## config.mk

```make
export PLATFORM = sky130hd
export DESIGN_NAME = pmau_ram
export DESIGN_NICKNAME = d
export VERILOG_FILES = /design/src/rtl/core/pmau_ram.sv
export SDC_FILE = /design/constraint.sdc
export NUM_CORES = 2
export LEC_CHECK = 0
export ABC_AREA = 1
export BUFFER_PORTS_ARGS = -buffer_cell sky130_fd_sc_hd__buf_2
export CORE_UTILIZATION = 50
export CTS_BUF_LIST = sky130_fd_sc_hd__clkbuf_8
export DETAILED_ROUTE_END_ITERATION = 10
export PLACE_DENSITY = 0.68
export SLEW_MARGIN = 20
export SYNTH_ARGS = -nofsm -noshare
export SYNTH_HDL_FRONTEND = slang
export SYNTH_SLANG_ARGS = --single-unit
```

## constraint.sdc

```tcl
create_clock -name clock -period 4 [get_ports clock]
set_input_delay 1.2 -clock clock [delete_from_list [all_inputs] [get_ports clock]]
set_output_delay 1.2 -clock clock [all_outputs]
set_load 0.02 [all_outputs]
```

## src/rtl/core/pmau_ram.sv

```systemverilog
// Generic single-clock RAM: one write port, one read port with registered data.
// Used for the page table and the word store. No dependencies.
`default_nettype none

module pmau_ram #(
   parameter int WIDTH = 32,
   parameter int DEPTH = 128,
   localparam int ADDR_W = $clog2(DEPTH)
) (
   input  logic              clock,
   input  logic              wr_en,
   input  logic [ADDR_W-1:0] wr_addr,
   input  logic [WIDTH-1:0]  wr_data,
   input  logic              rd_en,
   input  logic [ADDR_W-1:0] rd_addr,
   output logic [WIDTH-1:0]  rd_data
);

   logic [WIDTH-1:0] mem_ff [DEPTH];
   logic [WIDTH-1:0] rd_data_ff;

   always_ff @(posedge clock) begin
      if (wr_en) begin
         mem_ff[wr_addr] <= wr_data;
      end
      if (rd_en) begin
         rd_data_ff <= mem_ff[rd_addr];
      end
   end

   assign rd_data = rd_data_ff;

endmodule

`default_nettype wire

```

==> metrics <==
status complete, no violations; Final WS setup 316 ps; crit path max-delay cell type edfxtp_1; Area contributors post-synth edfxtp_1 75%, nand3_1 12%, nand2_1 9.4%, buf_2 1.8%, buf_4 0.39%; PwrDens 465 nW/µm²; Distinct cells, synth 14; area grow syn2layout 12.8%; 1st-pass router iterations 8; # resized after CTS 0; num ports 81; Avg Synthesized Cell Area 12.3 µm²; pre-CTS setup slack -124 ps; Final setup viols 0; clk root buf clkbuf_8; global-route wire length before repair 699000 µm; drt initial violations 14800; Die Ht 576 µm; CP max stage delay 920 ps; pin count of the biggest net entering global routing 129; Starting Density 50.3%; post-synthesis sequential area ratio 75.1%; top cell family by delay on the critical path flip-flops; Post-Syn Instances 13400; final WL 481000 µm; Seq cells post-synth 4128; kind of critical path reg -> out; sw power 21100 µW; clock power share 37.8%; Hold Path Depth 1; # port buffers 80; Critical R2R Capture rd_data[3]; switch share 24.4%; DP HPWL 271000 µm; commonest cells after routing, fill and taps aside 4143 x nand2_1, 4128 x edfxtp_1, 4035 x nand3_1, 654 x clkbuf_8, 365 x buf_4; worst vdd ir 0.322 mV; relative slew slack 37.5%; cts bufs inserted 648; placed cell area 174000 µm²; Tmin final 3680 ps; Synth area leader edfxtp_1; Leak 0.0655 µW; Startpoint Class flip-flop; max cap viols 0; Post-Layout Cell Count 18600; detailed-route via count 111000; commonest non-fill, non-tap cell in the layout nand2_1; # Post-CTS Setup Buffers 0; RePlAce Congestion 0.878; Synth top area share 75.1%; dpl cells 17500; FF-to-FF path depth 8; CP startpoint rd_data[1]; Final Hold Fails 0; CTS sink count 4128; area of the mapped netlist 165000 µm²; Post-DRT Antenna Nets 0; fmax 271 MHz; Hold WS 314 ps; Internal Power 65400 µW; CP required 2800 ps; unrepaired setup endpoints after global routing false; clk_lat worst skew 1250 ps; overflow left after global routing 0; DR WL/cell 25.8 µm; Critical Path End Type primary output; Hold EP mem_ff[108][18]; CP arrival 2480 ps; H-tree depth 6; share of layout cells above drive strength 1 10.8%; Total Nets Final 13800; Chip Width 576 µm; Gate power share 6.8%; Core Rows 210; Ys Warns 0; total power 86500 µW; CP max FO 7; Crit path depth 1; hold_sp wr_data[18]; via/cell ratio 5.94; vias in the first global route 105000; Die Footprint 332000 µm²; Synth Net Count 13400; slew at the pin with the worst max-slew slack 937 ps; period utilisation layout 92.1%; final slew viol count 0; FF-to-FF Start mem_ff[71][3]; Worst Skew 98.3 ps; clock slew at reported path FFs 60 ps; # DRC 0; Buf/Inv on CP 1; crit path cell chain buf_2; hold crit path type in -> reg; initial antenna violation count 31; gr usage total 28.6%; fin area 186000 µm²; Hold-fix buffers, CTS 0; Seq pwr share 55.4%; CTS tree done; R2R Setup Slk 1600 ps; CTS max path bufs 4; core area 328000 µm²
==> synth_stat cells, drive strengths merged <==
library cell	number
buf	800
clkbuf	109
nand3	4035
inv	24
nor2	134
nand2	4151
edfxtp	4128
nor3	8
==> flip-flops by register name, indices dropped and copies added (netlist names) <==
register,count
mem_ff,4096
rd_data,32
==> per-stage QoR <==
| step | util, % | TNS [ps] |
|---|---|---|
| after floorplan | - | 0 |
| after global placement | 53.2 | -134 |
| after detailed placement | 53.2 | -148 |
| after CTS | 56.8 | 0 |
| after global routing | 56.8 | 0 |
| final | 56.8 | 0 |
==> cell type report <==
type / count / area, µm²
fillers: 25700 / 142000
diodes: 25 / 62.6
multi-input cells: 8328 / 37300
clock inverters: 487 / 2670
repair buffers: 634 / 7470
clock buffers: 654 / 9000
inverters: 24 / 143
well taps: 4346 / 5440
flip-flops and latches: 4128 / 124000
==> how the worst max path moves through the flow <==
stage	slack (ps)	end
3_3_place_gp	-110	rd_data[3]
6_report	320	rd_data[1]
5_1_grt	320	rd_data[30]
4_1_cts	240	rd_data[30]
3_5_place_dp	-120	rd_data[3]
2_1_floorplan	400	mem_ff[105][0]
==> per-layer routing <==
layer  vias up  wire (µm)  track usage, %
li1      48900          -               -
met1     53800     180000            38.5
met2      6916     220000            44.6
met3      1104      54700            5.47
met4         6      26500            14.6
met5         -         31               0
==> power by group through the flow <==
stage / combinational, µW / sequential, µW / clock [µW]
global route: 6230 / 47900 / 34800
global placement: 5680 / 48800 / 0
CTS: 5770 / 47900 / 32900
finish: 5860 / 47900 / 32700
floorplan: 2870 / 48800 / 0
detailed placement: 5760 / 48800 / 0
==> logic make-up after synthesis <==
family | synth area share [%]
buf+inv | 2.84
flops | 75.1
simple gates | 22.0
Power figures use the tool's default switching activity.
